[config.mk]
export PLATFORM = sky130hd
export DESIGN_NAME = rms_over_sample_window
export DESIGN_NICKNAME = d
export VERILOG_FILES = /design/src/rtl/rmsw_pkg.sv /design/src/rtl/rmsw_front.sv /design/src/rtl/rmsw_fifo.sv /design/src/rtl/rmsw_back.sv /design/src/rtl/rms_over_sample_window.sv
export SDC_FILE = /design/constraint.sdc
export NUM_CORES = 1
export LEC_CHECK = 0
export BUFFER_PORTS_ARGS = -buffer_cell sky130_fd_sc_hd__buf_4
export CORE_UTILIZATION = 40
export CTS_CLUSTER_SIZE = 8
export DETAILED_ROUTE_END_ITERATION = 8
export GPL_ROUTABILITY_DRIVEN = 0
export GPL_TIMING_DRIVEN = 0
export HOLD_SLACK_MARGIN = 0.08
export PLACE_DENSITY = 0.61
export SLEW_MARGIN = 20
export SYNTH_ARGS = -nofsm -noshare
export SYNTH_HDL_FRONTEND = slang
export SYNTH_SLANG_ARGS = --single-unit
[constraint.sdc]
create_clock -name clock -period 8.85 [get_ports clock]
set_clock_uncertainty 0.15 [all_clocks]
set_input_delay 2.2125 -clock clock [delete_from_list [all_inputs] [get_ports clock]]
set_output_delay 2.2125 -clock clock [all_outputs]
set_load 0.01 [all_outputs]
[src/rtl/rmsw_pkg.sv]
// Shared types and constants for the RMS-over-window block.
// Used by rmsw_front, rmsw_fifo, rmsw_back and the top level; no dependencies.
`timescale 1ns / 1ps

package rmsw_pkg;

   // Window queue between the accumulator and the divide/root unit
   localparam int unsigned QUEUE_DEPTH  = 2;
   localparam int unsigned QCOUNT_BITS  = $clog2(QUEUE_DEPTH + 1);
   localparam int unsigned PTR_BITS     = $clog2(QUEUE_DEPTH);

   // Window length after reset
   localparam int unsigned WINDOW_RESET = 30;

   typedef struct packed {
      logic                   empty;
      logic [QCOUNT_BITS-1:0] count;
   } queue_status_type;

endpackage

[src/rtl/rmsw_front.sv]
// Front end: takes samples, squares them, accumulates and closes windows.
// Depends on rmsw_pkg; pushes closed windows into rmsw_fifo.
`timescale 1ns / 1ps

module rmsw_front #(
   parameter int unsigned SAMPLE_BITS = 10,
   parameter int unsigned LENGTH_BITS = 8,
   parameter int unsigned SUM_BITS    = 28
) (
   input  logic                             clock,
   input  logic                             reset,
   input  logic                             req_push,
   output logic                             req_full,
   input  logic [SAMPLE_BITS-1:0]           req_sample,
   input  logic                             csr_write,
   input  logic [LENGTH_BITS-1:0]           csr_window_length,
   input  rmsw_pkg::queue_status_type       queue_status,
   output logic                             queue_push,
   output logic [SUM_BITS+LENGTH_BITS-1:0]  queue_data
);

   logic [LENGTH_BITS-1:0]                window_ff, window_in;
   logic [LENGTH_BITS-1:0]                count_ff, count_in;
   logic [LENGTH_BITS-1:0]                count_next;
   logic [LENGTH_BITS-1:0]                len_eff;
   logic                                  close_now;
   logic                                  accept;
   logic [rmsw_pkg::QCOUNT_BITS:0]        occupancy;

   logic                                  sq_valid_ff, sq_valid_in;
   logic                                  sq_close_ff;
   logic [LENGTH_BITS-1:0]                sq_count_ff;
   logic [2*SAMPLE_BITS-1:0]              sq_ff, sq_in;

   logic [SUM_BITS-1:0]                   sum_ff, sum_in;
   logic [SUM_BITS-1:0]                   total;

   // A closing item in the square stage still needs a queue slot
   assign occupancy = {1'b0, queue_status.count}
                    + (rmsw_pkg::QCOUNT_BITS + 1)'(sq_valid_ff & sq_close_ff);
   assign req_full  = occupancy >= (rmsw_pkg::QCOUNT_BITS + 1)'(rmsw_pkg::QUEUE_DEPTH);
   assign accept    = req_push & ~req_full;

   assign len_eff    = (window_ff == '0) ? LENGTH_BITS'(1) : window_ff;
   assign count_next = count_ff + LENGTH_BITS'(1);
   assign close_now  = (count_next == '0) || (count_next >= len_eff);
   assign sq_in      = (2*SAMPLE_BITS)'(req_sample) * (2*SAMPLE_BITS)'(req_sample);
   assign sq_valid_in = accept;

   always_comb begin
      window_in = window_ff;
      if (csr_write) begin
         window_in = csr_window_length;
      end
      count_in = count_ff;
      if (accept) begin
         count_in = close_now ? '0 : count_next;
      end
   end

   // Accumulate; drop the sum when the window closes
   assign total = sum_ff + SUM_BITS'(sq_ff);

   always_comb begin
      sum_in     = sum_ff;
      queue_push = 1'b0;
      if (sq_valid_ff) begin
         if (sq_close_ff) begin
            queue_push = 1'b1;
            sum_in     = '0;
         end else begin
            sum_in = total;
         end
      end
   end

   assign queue_data = {total, sq_count_ff};

   always_ff @(posedge clock) begin
      if (reset) begin
         window_ff   <= LENGTH_BITS'(rmsw_pkg::WINDOW_RESET);
         count_ff    <= '0;
         sq_valid_ff <= 1'b0;
         sum_ff      <= '0;
      end else begin
         window_ff   <= window_in;
         count_ff    <= count_in;
         sq_valid_ff <= sq_valid_in;
         sum_ff      <= sum_in;
      end
   end

   always_ff @(posedge clock) begin
      if (accept) begin
         sq_ff       <= sq_in;
         sq_close_ff <= close_now;
         sq_count_ff <= count_next;
      end
   end

endmodule

[src/rtl/rmsw_fifo.sv]
// Short queue of closed windows between the front end and the back end.
// Depends on rmsw_pkg for depth and status type.
`timescale 1ns / 1ps

module rmsw_fifo #(
   parameter int unsigned DATA_BITS = 36
) (
   input  logic                        clock,
   input  logic                        reset,
   input  logic                        push,
   input  logic [DATA_BITS-1:0]        push_data,
   input  logic                        pop,
   output logic [DATA_BITS-1:0]        pop_data,
   output rmsw_pkg::queue_status_type  status
);

   logic [DATA_BITS-1:0]             entries_ff [rmsw_pkg::QUEUE_DEPTH];
   logic [rmsw_pkg::PTR_BITS-1:0]    wr_ptr_ff, wr_ptr_in;
   logic [rmsw_pkg::PTR_BITS-1:0]    rd_ptr_ff, rd_ptr_in;
   logic [rmsw_pkg::QCOUNT_BITS-1:0] count_ff, count_in;

   function automatic logic [rmsw_pkg::PTR_BITS-1:0] ptr_step(
      input logic [rmsw_pkg::PTR_BITS-1:0] ptr);
      logic [rmsw_pkg::PTR_BITS-1:0] nxt;
      if (ptr == rmsw_pkg::PTR_BITS'(rmsw_pkg::QUEUE_DEPTH - 1)) begin
         nxt = '0;
      end else begin
         nxt = ptr + rmsw_pkg::PTR_BITS'(1);
      end
      return nxt;
   endfunction

   always_comb begin
      wr_ptr_in = push ? ptr_step(wr_ptr_ff) : wr_ptr_ff;
      rd_ptr_in = pop  ? ptr_step(rd_ptr_ff) : rd_ptr_ff;
      count_in  = count_ff;
      if (push && !pop) begin
         count_in = count_ff + rmsw_pkg::QCOUNT_BITS'(1);
      end else if (pop && !push) begin
         count_in = count_ff - rmsw_pkg::QCOUNT_BITS'(1);
      end
   end

   assign pop_data     = entries_ff[rd_ptr_ff];
   assign status.empty = (count_ff == '0);
   assign status.count = count_ff;

   always_ff @(posedge clock) begin
      if (reset) begin
         wr_ptr_ff <= '0;
         rd_ptr_ff <= '0;
         count_ff  <= '0;
      end else begin
         wr_ptr_ff <= wr_ptr_in;
         rd_ptr_ff <= rd_ptr_in;
         count_ff  <= count_in;
      end
   end

   always_ff @(posedge clock) begin
      if (push) begin
         entries_ff[wr_ptr_ff] <= push_data;
      end
   end

endmodule

[src/rtl/rmsw_back.sv]
// Back end: restoring divide of the window sum by the sample count, then a
// digit-by-digit integer square root, into a one-entry result register.
// Depends on rmsw_pkg; pops windows from rmsw_fifo.
`timescale 1ns / 1ps

module rmsw_back #(
   parameter int unsigned SAMPLE_BITS = 10,
   parameter int unsigned LENGTH_BITS = 8,
   parameter int unsigned SUM_BITS    = 28
) (
   input  logic                             clock,
   input  logic                             reset,
   input  rmsw_pkg::queue_status_type       queue_status,
   input  logic [SUM_BITS+LENGTH_BITS-1:0]  queue_data,
   output logic                             queue_pop,
   output logic                             rsp_empty,
   input  logic                             rsp_pop,
   output logic [SAMPLE_BITS-1:0]           rsp_rms_value
);

   localparam int unsigned STEP_BITS = $clog2(SUM_BITS);

   localparam logic [1:0] ST_IDLE = 2'd0;
   localparam logic [1:0] ST_DIV  = 2'd1;
   localparam logic [1:0] ST_SQRT = 2'd2;
   localparam logic [1:0] ST_DONE = 2'd3;

   logic [1:0]                 state_ff, state_in;
   logic [STEP_BITS-1:0]       step_ff, step_in;

   logic [SUM_BITS-1:0]        quo_ff, quo_in;
   logic [LENGTH_BITS-1:0]     rem_ff, rem_in;
   logic [LENGTH_BITS-1:0]     div_ff, div_in;
   logic [LENGTH_BITS:0]       rem_sh;
   logic [LENGTH_BITS:0]       rem_diff;
   logic                       div_ge;
   logic [SUM_BITS-1:0]        quo_next;
   logic [LENGTH_BITS-1:0]     q_count;

   logic [2*SAMPLE_BITS-1:0]   sq_val_ff, sq_val_in;
   logic [SAMPLE_BITS:0]       sq_rem_ff, sq_rem_in;
   logic [SAMPLE_BITS-1:0]     root_ff, root_in;
   logic [SAMPLE_BITS+2:0]     sq_sh;
   logic [SAMPLE_BITS+2:0]     sq_trial;
   logic [SAMPLE_BITS+2:0]     sq_diff;
   logic                       sq_ge;

   logic                       out_valid_ff, out_valid_in;
   logic [SAMPLE_BITS-1:0]     out_data_ff, out_data_in;
   logic                       out_free;

   assign q_count = queue_data[LENGTH_BITS-1:0];

   // One quotient bit per cycle
   assign rem_sh   = {rem_ff, quo_ff[SUM_BITS-1]};
   assign div_ge   = rem_sh >= {1'b0, div_ff};
   assign rem_diff = rem_sh - {1'b0, div_ff};
   assign quo_next = {quo_ff[SUM_BITS-2:0], div_ge};

   // One root bit per cycle
   assign sq_sh    = {sq_rem_ff, sq_val_ff[2*SAMPLE_BITS-1 -: 2]};
   assign sq_trial = {1'b0, root_ff, 2'b01};
   assign sq_ge    = sq_sh >= sq_trial;
   assign sq_diff  = sq_sh - sq_trial;

   assign out_free  = ~out_valid_ff | rsp_pop;
   assign queue_pop = (state_ff == ST_IDLE) & ~queue_status.empty;

   always_comb begin
      state_in     = state_ff;
      step_in      = step_ff;
      quo_in       = quo_ff;
      rem_in       = rem_ff;
      div_in       = div_ff;
      sq_val_in    = sq_val_ff;
      sq_rem_in    = sq_rem_ff;
      root_in      = root_ff;
      out_data_in  = out_data_ff;
      out_valid_in = out_valid_ff & ~rsp_pop;

      unique case (state_ff)
         ST_IDLE: begin
            if (!queue_status.empty) begin
               quo_in   = queue_data[SUM_BITS+LENGTH_BITS-1:LENGTH_BITS];
               rem_in   = '0;
               div_in   = (q_count == '0) ? LENGTH_BITS'(1) : q_count;
               step_in  = '0;
               state_in = ST_DIV;
            end
         end
         ST_DIV: begin
            quo_in  = quo_next;
            rem_in  = div_ge ? rem_diff[LENGTH_BITS-1:0] : rem_sh[LENGTH_BITS-1:0];
            step_in = step_ff + STEP_BITS'(1);
            if (step_ff == STEP_BITS'(SUM_BITS - 1)) begin
               // Mean never exceeds the largest square, so the low bits hold it
               sq_val_in = quo_next[2*SAMPLE_BITS-1:0];
               sq_rem_in = '0;
               root_in   = '0;
               step_in   = '0;
               state_in  = ST_SQRT;
            end
         end
         ST_SQRT: begin
            sq_val_in = {sq_val_ff[2*SAMPLE_BITS-3:0], 2'b00};
            sq_rem_in = sq_ge ? sq_diff[SAMPLE_BITS:0] : sq_sh[SAMPLE_BITS:0];
            root_in   = {root_ff[SAMPLE_BITS-2:0], sq_ge};
            step_in   = step_ff + STEP_BITS'(1);
            if (step_ff == STEP_BITS'(SAMPLE_BITS - 1)) begin
               state_in = ST_DONE;
            end
         end
         ST_DONE: begin
            if (out_free) begin
               out_data_in  = root_ff;
               out_valid_in = 1'b1;
               state_in     = ST_IDLE;
            end
         end
         default: begin
            state_in = ST_IDLE;
         end
      endcase
   end

   assign rsp_empty     = ~out_valid_ff;
   assign rsp_rms_value = out_data_ff;

   always_ff @(posedge clock) begin
      if (reset) begin
         state_ff     <= ST_IDLE;
         out_valid_ff <= 1'b0;
      end else begin
         state_ff     <= state_in;
         out_valid_ff <= out_valid_in;
      end
   end

   always_ff @(posedge clock) begin
      step_ff     <= step_in;
      quo_ff      <= quo_in;
      rem_ff      <= rem_in;
      div_ff      <= div_in;
      sq_val_ff   <= sq_val_in;
      sq_rem_ff   <= sq_rem_in;
      root_ff     <= root_in;
      out_data_ff <= out_data_in;
   end

endmodule

[src/rtl/rms_over_sample_window.sv]
// RMS over a sample window: floor(sqrt(floor(sum of squares / count))).
// Throughput: one sample per cycle while req_full is low; the back end runs each
// window through the one-bit-per-cycle divider and root before it pops the next.
// Reset (synchronous, high): window length 30, empty accumulator and queues.
`timescale 1ns / 1ps

module rms_over_sample_window #(
   parameter int unsigned SAMPLE_BITS = 10,
   parameter int unsigned LENGTH_BITS = 8
) (
   input  logic                   clock,
   input  logic                   reset,
   // Sample input, queue style
   input  logic                   req_push,
   output logic                   req_full,
   input  logic [SAMPLE_BITS-1:0] req_sample,
   // Result output, queue style
   output logic                   rsp_empty,
   input  logic                   rsp_pop,
   output logic [SAMPLE_BITS-1:0] rsp_rms_value,
   // Window length register
   input  logic                   csr_write,
   input  logic [LENGTH_BITS-1:0] csr_window_length
);

   // Sum of up to 2^LENGTH_BITS - 1 full-scale squares never wraps
   localparam int unsigned SUM_BITS   = 2 * SAMPLE_BITS + LENGTH_BITS;
   localparam int unsigned ENTRY_BITS = SUM_BITS + LENGTH_BITS;

   rmsw_pkg::queue_status_type queue_status;
   logic                       queue_push;
   logic                       queue_pop;
   logic [ENTRY_BITS-1:0]      queue_wdata;
   logic [ENTRY_BITS-1:0]      queue_rdata;

   // Front end: one sample transfer per cycle while req_full is low. Square
   // in the first stage, accumulate in the second; a closing sample pushes
   // {sum, count} into the queue. Hold off new samples (req_full) only when the
   // queue plus a closing item still in flight would fill it.
   rmsw_front #(
      .SAMPLE_BITS (SAMPLE_BITS),
      .LENGTH_BITS (LENGTH_BITS),
      .SUM_BITS    (SUM_BITS)
   ) u_front (
      .clock             (clock),
      .reset             (reset),
      .req_push          (req_push),
      .req_full          (req_full),
      .req_sample        (req_sample),
      .csr_write         (csr_write),
      .csr_window_length (csr_window_length),
      .queue_status      (queue_status),
      .queue_push        (queue_push),
      .queue_data        (queue_wdata)
   );

   // Decouple sample intake from the slow divide/root work.
   rmsw_fifo #(
      .DATA_BITS (ENTRY_BITS)
   ) u_fifo (
      .clock     (clock),
      .reset     (reset),
      .push      (queue_push),
      .push_data (queue_wdata),
      .pop       (queue_pop),
      .pop_data  (queue_rdata),
      .status    (queue_status)
   );

   // Back end: pop a closed window, divide the sum by the count one bit a
   // cycle, take the root one bit a cycle, then park the value in the result
   // register. Advance to the next window while an earlier result still waits
   // only up to the final hand-off into that register.
   rmsw_back #(
      .SAMPLE_BITS (SAMPLE_BITS),
      .LENGTH_BITS (LENGTH_BITS),
      .SUM_BITS    (SUM_BITS)
   ) u_back (
      .clock         (clock),
      .reset         (reset),
      .queue_status  (queue_status),
      .queue_data    (queue_rdata),
      .queue_pop     (queue_pop),
      .rsp_empty     (rsp_empty),
      .rsp_pop       (rsp_pop),
      .rsp_rms_value (rsp_rms_value)
   );

endmodule
# After elaboration in Yosys (flattened, before gate mapping)
# Memory sizes are Yosys's and may differ from the RTL's. A register that Yosys moved wholly into a read port is not among the register bits.
# Cells that the tools add are included.
[word_totals] regBits=181 ram_bits=72 input_bits=23 output_inout_bits=12 wordCells=109 mem_count=1
[classes] n_addsub=10 mul=1 magnitude_cmp=4 n_eq_ne=9 mux=35 bitwise=9 reduce_logical=20
[mem_list] name="u_fifo.entries_ff" words=2 word_bits=36 read_ports=1 rd_clocked_by_memory_dff=1 write_ports=1 line_no="rmsw_fifo.sv:17" text="logic [DATA_BITS-1:0] entries_ff [rmsw_pkg::QUEUE_DEPTH];"
[ops] operator="two-way mux 28 bit" count=2
[ops] operator="case mux 28 bit (2 select lines)" count=1
[ops] operator="case mux 20 bit (2 select lines)" count=1
[ops] operator="two-way mux 8 bit" count=4
[ops] operator="adder 28 x 20 -> 28 bit" count=1
[ops] operator="logical NOT 8 bit" count=3
[ops] operator="two-way mux 11 bit" count=2
[ops] operator="case mux 11 bit (2 select lines)" count=1
[ops] operator="multiplier 10 x 10 -> 20 bit" count=1
[ops] operator="two-way mux 20 bit" count=1
[ops] operator="case mux 10 bit (2 select lines)" count=1
[ops] operator="case mux 8 bit (2 select lines)" count=1
[ops] operator="case mux 5 bit (3 select lines)" count=1
[ops] operator=">= comparator 13 x 12 -> 1 bit" count=1
[ops] operator="two-way mux 2 bit" count=6
[ops] operator="subtractor 11 bit" count=1
[ops] operator="two-way mux 1 bit" count=10
[ops] operator="two-way mux 10 bit" count=1
[ops] operator="two-way mux 5 bit" count=2
[ops] operator="AND reduction 2 bit" count=5
[ops] operator=">= comparator 9 x 8 -> 1 bit" count=1
[ops] operator="adder 8 x 1 -> 8 bit, second input constant" count=1
[ops] operator=">= comparator 8 bit" count=1
[ops] operator="case mux 2 bit (4 select lines)" count=1
[ops] operator="23 further kinds" count=38

# Logic depth before layout (Yosys ltp)
[depth] depth_word=6 depth_mapped=20 mapped_depth_nobuf=19

# By module
# Synthesis repeated with hierarchy kept, for this count alone.
[hier_totals] hier_cells=1222 area_unflattened_um2=14555.2
[by_module_without_submodules] mod="rmsw_front" instances=1 cells_each=696 area_each_um2=6541.3 seq_area_each_um2=1741.7
[by_module_without_submodules] mod="rmsw_back" instances=1 cells_each=393 area_each_um2=5208.7 seq_area_each_um2=3062.9
[by_module_without_submodules] mod="rmsw_fifo" instances=1 cells_each=133 area_each_um2=2805.2 seq_area_each_um2=2262.2

# Least setup slack after synthesis
# No wires, ideal clock.
[synth_timing] kind="input to register" from="input port req_sample[9]" to="register u_front.sq_ff[19], data pin" setup_ns=0.260 arrival_time_ns=6.866 required_ns=8.440 slack_ns=1.574 path_stages=18 n_path_buf=1 path_cell_list="clkbuf_1 nand2_1 fa_1 fa_1 inv_1 fa_1 fa_1 inv_1 fa_1 inv_1 ha_1 a21oi_1 nand2_1 a221oi_1 nand4b_1 a31o_2 a21oi_1 xnor2_1"
[synth_via] elab_chain_len=1
[synth_rtl] item="start, declared" line_no="rms_over_sample_window.sv:16" text="input logic [SAMPLE_BITS-1:0] req_sample,"
[synth_rtl] item="multiplier 10 x 10 -> 20 bit" line_no="rmsw_front.sv:47" text="assign sq_in = (2*SAMPLE_BITS)'(req_sample) * (2*SAMPLE_BITS)'(req_sample);"
[synth_rtl] item="via u_front.sq_in[19]" line_no="rmsw_front.sv:33" text="logic [2*SAMPLE_BITS-1:0] sq_ff, sq_in;"
[synth_rtl] item="end signal, assigned" line_no="rmsw_front.sv:95" text="sq_ff <= sq_in;"
[synth_rtl] item="end, declared" line_no="rmsw_front.sv:33"
# The timed path passes the listed nets, and every way through them passes these cells.
# A chain may end at the register's enable or synchronous reset.

# Final worst setup path
[layout_timing] from="input port req_sample[0]" to="register u_front.sq_ff[19], data pin"
# The elaborated chain is that of the path after synthesis.

==> impl_metrics.env <==
export IMPL_rrSetupSlack_ns=5.59
export IMPL_overflow=0
export IMPL_portBuffers=31
export IMPL_path_buf_inv=5
export IMPL_pre_cts_slack_ns=0.8476
export IMPL_syn_inst=1289
export IMPL_postSynthAreaPerCell_um2=11.32
export IMPL_pwr_share_comb_pct=41.5
export IMPL_yosysMostFrequentCell="edfxtp_1"
export IMPL_crit_arrival_ns=7.57
export IMPL_met2_length_mm=13.23
export IMPL_cp_endpoint="u_front.sq_ff[19]"
export IMPL_rsz0062_at_grt="no"
export IMPL_seqPwrFrac_pct=35.5
export IMPL_cellPowerDensity_nw_per_um2=336.5
export IMPL_clock_sinks=253
export IMPL_h_tree_depth=2
export IMPL_postSynthNetCount=1464
export IMPL_end_kind="flop"
export IMPL_ys_seq_elements=253
export IMPL_met1Wirelength_mm=12.64
export IMPL_cts_resized_gates=0
export IMPL_core_area_um2=35740
export IMPL_setup_viol=0
export IMPL_drtAntennaViolNets=0
export IMPL_swShare_pct=35.72
export IMPL_netlist_top_cells_count="200 x edfxtp_1, 126 x inv_1, 104 x ha_1"
export IMPL_internal_power_mw=3.588
export IMPL_hold_class="flop to flop"
export IMPL_numCtsBuffers=37
export IMPL_max_freq_mhz=133.8
export IMPL_yosys_warnings=0
export IMPL_max_stage_delay_ns=0.54
export IMPL_start_util_pct=40.83
export IMPL_synth_top_area_share_pct=41.16
export IMPL_hold_buffers=0
export IMPL_dieArea_um2=37250
export IMPL_clk_path_buf_depth=3
export IMPL_fp_row_count=69
export IMPL_ios=35
export IMPL_leakage_nw=6.701
export IMPL_maxUsedRoutingLayer="met4"
export IMPL_yosys_area_top_type="edfxtp_1"
export IMPL_first_global_vias=9709
export IMPL_finalSetupTns_ns=0
export IMPL_crit_type="input pin to flop"
export IMPL_r2r_end="u_front.count_ff[0]"
export IMPL_ys_flop_type="edfxtp_1"
export IMPL_post_drt_wl_per_cell_um=14.79
export IMPL_slowest_stage="fa_1"
export IMPL_cp_max_fo=10
export IMPL_ys_types=76
export IMPL_worst_path_dominant_cell_family="adder cells"
export IMPL_yosys_top_cells_area="edfxtp_1 41%, ha_1 8.9%, dfxtp_1 7.3%"
export IMPL_clkPwrFrac_pct=23.0
export IMPL_hold_violations=0
export IMPL_async_flop_share_pct=0
export IMPL_dpl_hpwl_mm=20.36
export IMPL_syn_area_um2=14590
export IMPL_worst_r2r_cell_count=10
export IMPL_violations="DRC"
export IMPL_max_cap_violations=0
export IMPL_wl_met3_um=709
export IMPL_drt_iter0_markers=499
export IMPL_syn_to_final_growth_pct=13.68
export IMPL_crit_chain="buf_4 > clkbuf_1 > nand2_1 > fa_1 > fa_1 > inv_1 > fa_1 > fa_1 > inv_1 > fa_1 > inv_1 > ha_1 > a21oi_1 > nand2_1 > a221oi_1 > nand4b_1 > a31o_2 > a21oi_1 > xnor2_1"
export IMPL_critPathRequiredTime_ns=8.95
export IMPL_finalCriticalPeriod_ns=7.472
export IMPL_clkTransAtPathRegs_ns=0.05
export IMPL_place_inst=1785
export IMPL_nNetsFinal=1538
export IMPL_cp_startpoint="req_sample[0]"
export IMPL_finalWorstSetupSlack_ns=1.378
export IMPL_slew_headroom_pct=37.18
export IMPL_grt_pass1_wl_mm=46.75
export IMPL_postCtsSetupRepairBufs=0
export IMPL_worst_path_most_repeated_cell="fa_1"
export IMPL_drcViolationCount=8
export IMPL_p_sw_mw=1.994
export IMPL_tightest_slew_ns=0.9186
export IMPL_cp_num_cells=19
export IMPL_status="finished, violations left"
export IMPL_cts_root_buf="clkbuf_16"
export IMPL_regToRegStartpoint="u_front.count_ff[0]"
export IMPL_whs_path_depth=0
export IMPL_min_period_over_period_pct=84.43
export IMPL_die_w_um=193
export IMPL_peakVddDrop_uv=169.4
export IMPL_drt_total_wl_mm=27.29
export IMPL_slew_violations=0
export IMPL_antenna_found_initial=0
export IMPL_drive_gt1_share_pct=9.393
export IMPL_yosysSeqAreaShare_pct=48.43
export IMPL_drt_first_pass_iters=6
export IMPL_cts_tree="yes"
export IMPL_grt_max_degree=35
export IMPL_synth_edf_count=200
export IMPL_clk_latency_ns=0.51
export IMPL_grt_usage_pct=15.43
export IMPL_viasPerCell=5.061
export IMPL_fin_cells=1845
export IMPL_diodes=0
export IMPL_cp_start_kind="input pin"
export IMPL_die_h_um=193
export IMPL_vias=9337
[sequential cells by signal (all words and copies together) (netlist names), 5 cells and up, named ones only]
| register | count |
|---|---|
| u_fifo.entries_ff | 72 |
| u_back.quo_ff | 28 |
| u_front.sum_ff | 28 |
| u_back.sq_val_ff | 20 |
| u_front.sq_ff | 19 |
| u_back.sq_rem_ff | 11 |
| u_back.root_ff | 10 |
| u_back.rsp_rms_value | 10 |
| u_back.div_ff | 8 |
| u_back.rem_ff | 8 |
| u_front.count_ff | 8 |
| u_front.sq_count_ff | 8 |
| u_front.window_ff | 8 |
| u_back.step_ff | 5 |
[cell type report]
class,instances,area (um2)
fillers,3293,19150
flip-flops and latches,253,7067
multi-input cells,863,6887
clock buffers,58,1047
well taps,461,576.8
inverters,126,473.0
repair buffers,35,335.3
plain buffers,47,190.2
clock inverters,2,12.51
[worst register-to-register path: cells and delay by family, from the launching register on]
kind | cells | cell delay, ns
and+or+nand+nor | 5 | 1.38
DFF | 1 | 0.49
AOI/OAI and AO/OA | 3 | 0.53
xor gates and xnor gates | 1 | 0.29
adders and majority gates | 1 | 0.31
[kinds of logic (layout without fill, tap and decap cells)]
logic type	count (synthesis)	count (layout)	synth area share [%]
AND/OR/NAND/NOR	335	335	11.42
flip-flops	253	253	48.43
AO/OA/AOI/OAI	238	238	11.02
buffers and inverters	173	268	4.544
adder cells (fa/ha/maj)	152	152	15.50
XOR/XNOR	70	70	4.201
multiplexers	68	68	4.887
[placed cells by master (no fill, tap or decap), types with 12 or more instances in the layout]
cell / instances
edfxtp_1: 200
inv_1: 125
ha_1: 104
nand2_1: 99
o21ai_0: 64
nor2_1: 62
clkbuf_1: 57
a21oi_1: 57
dfxtp_1: 53
fa_1: 48
xnor2_1: 45
mux2i_1: 42
and2_1: 41
clkbuf_16: 39
buf_4: 31
mux2_2: 26
nor2b_1: 26
xor2_1: 25
nand3_1: 25
nor3_1: 16
nand4_1: 13
o21a_1: 13
a22o_1: 12
[through the flow]
step / utilization [%] / power (mW) / cell area (um2) / hold WS [ns]
after global routing: 46.41 / 5.995 / 16590 / 0.3009
after global placement: 43.09 / 4.225 / 15400 / 0.2734
after CTS: 46.41 / 5.640 / 16590 / 0.2968
final: 46.41 / 5.582 / 16590 / 0.2925
after floorplan: - / 3.735 / 14590 / 0.2715
after detailed placement: 43.45 / 4.326 / 15530 / 0.2822
[power groups by stage]
stage               logic (mW)  clock network, mW  registers [mW]
finish                    2.32               1.28            1.98
global route              2.61               1.36            2.01
CTS                       2.34               1.31            1.98
detailed placement        2.33                  0            2.00
global placement          2.21                  0            2.02
floorplan                 1.78                  0            1.95
[how the worst min path moves through the flow]
stage | slack [ns] | startpoint | to
after detailed placement | 0.28 | u_front.sq_count_ff[1] | u_fifo.entries_ff[1][1]
after floorplan | 0.27 | u_front.sq_count_ff[0] | u_fifo.entries_ff[0][0]
after global routing | 0.30 | u_front.sq_count_ff[1] | u_fifo.entries_ff[0][1]
after global placement | 0.27 | u_front.sq_count_ff[1] | u_fifo.entries_ff[0][1]
final | 0.29 | u_front.sq_count_ff[6] | u_fifo.entries_ff[1][6]
after CTS | 0.30 | u_front.sq_count_ff[6] | u_fifo.entries_ff[1][6]
[layer usage]
layer,track usage (%),vias up
li1,-,4716
met1,19.63,4447
met2,26.92,124
met3,2.081,50
met4,5.228,0
met5,0,-
No activity file was read; power rests on OpenSTA's default activity.
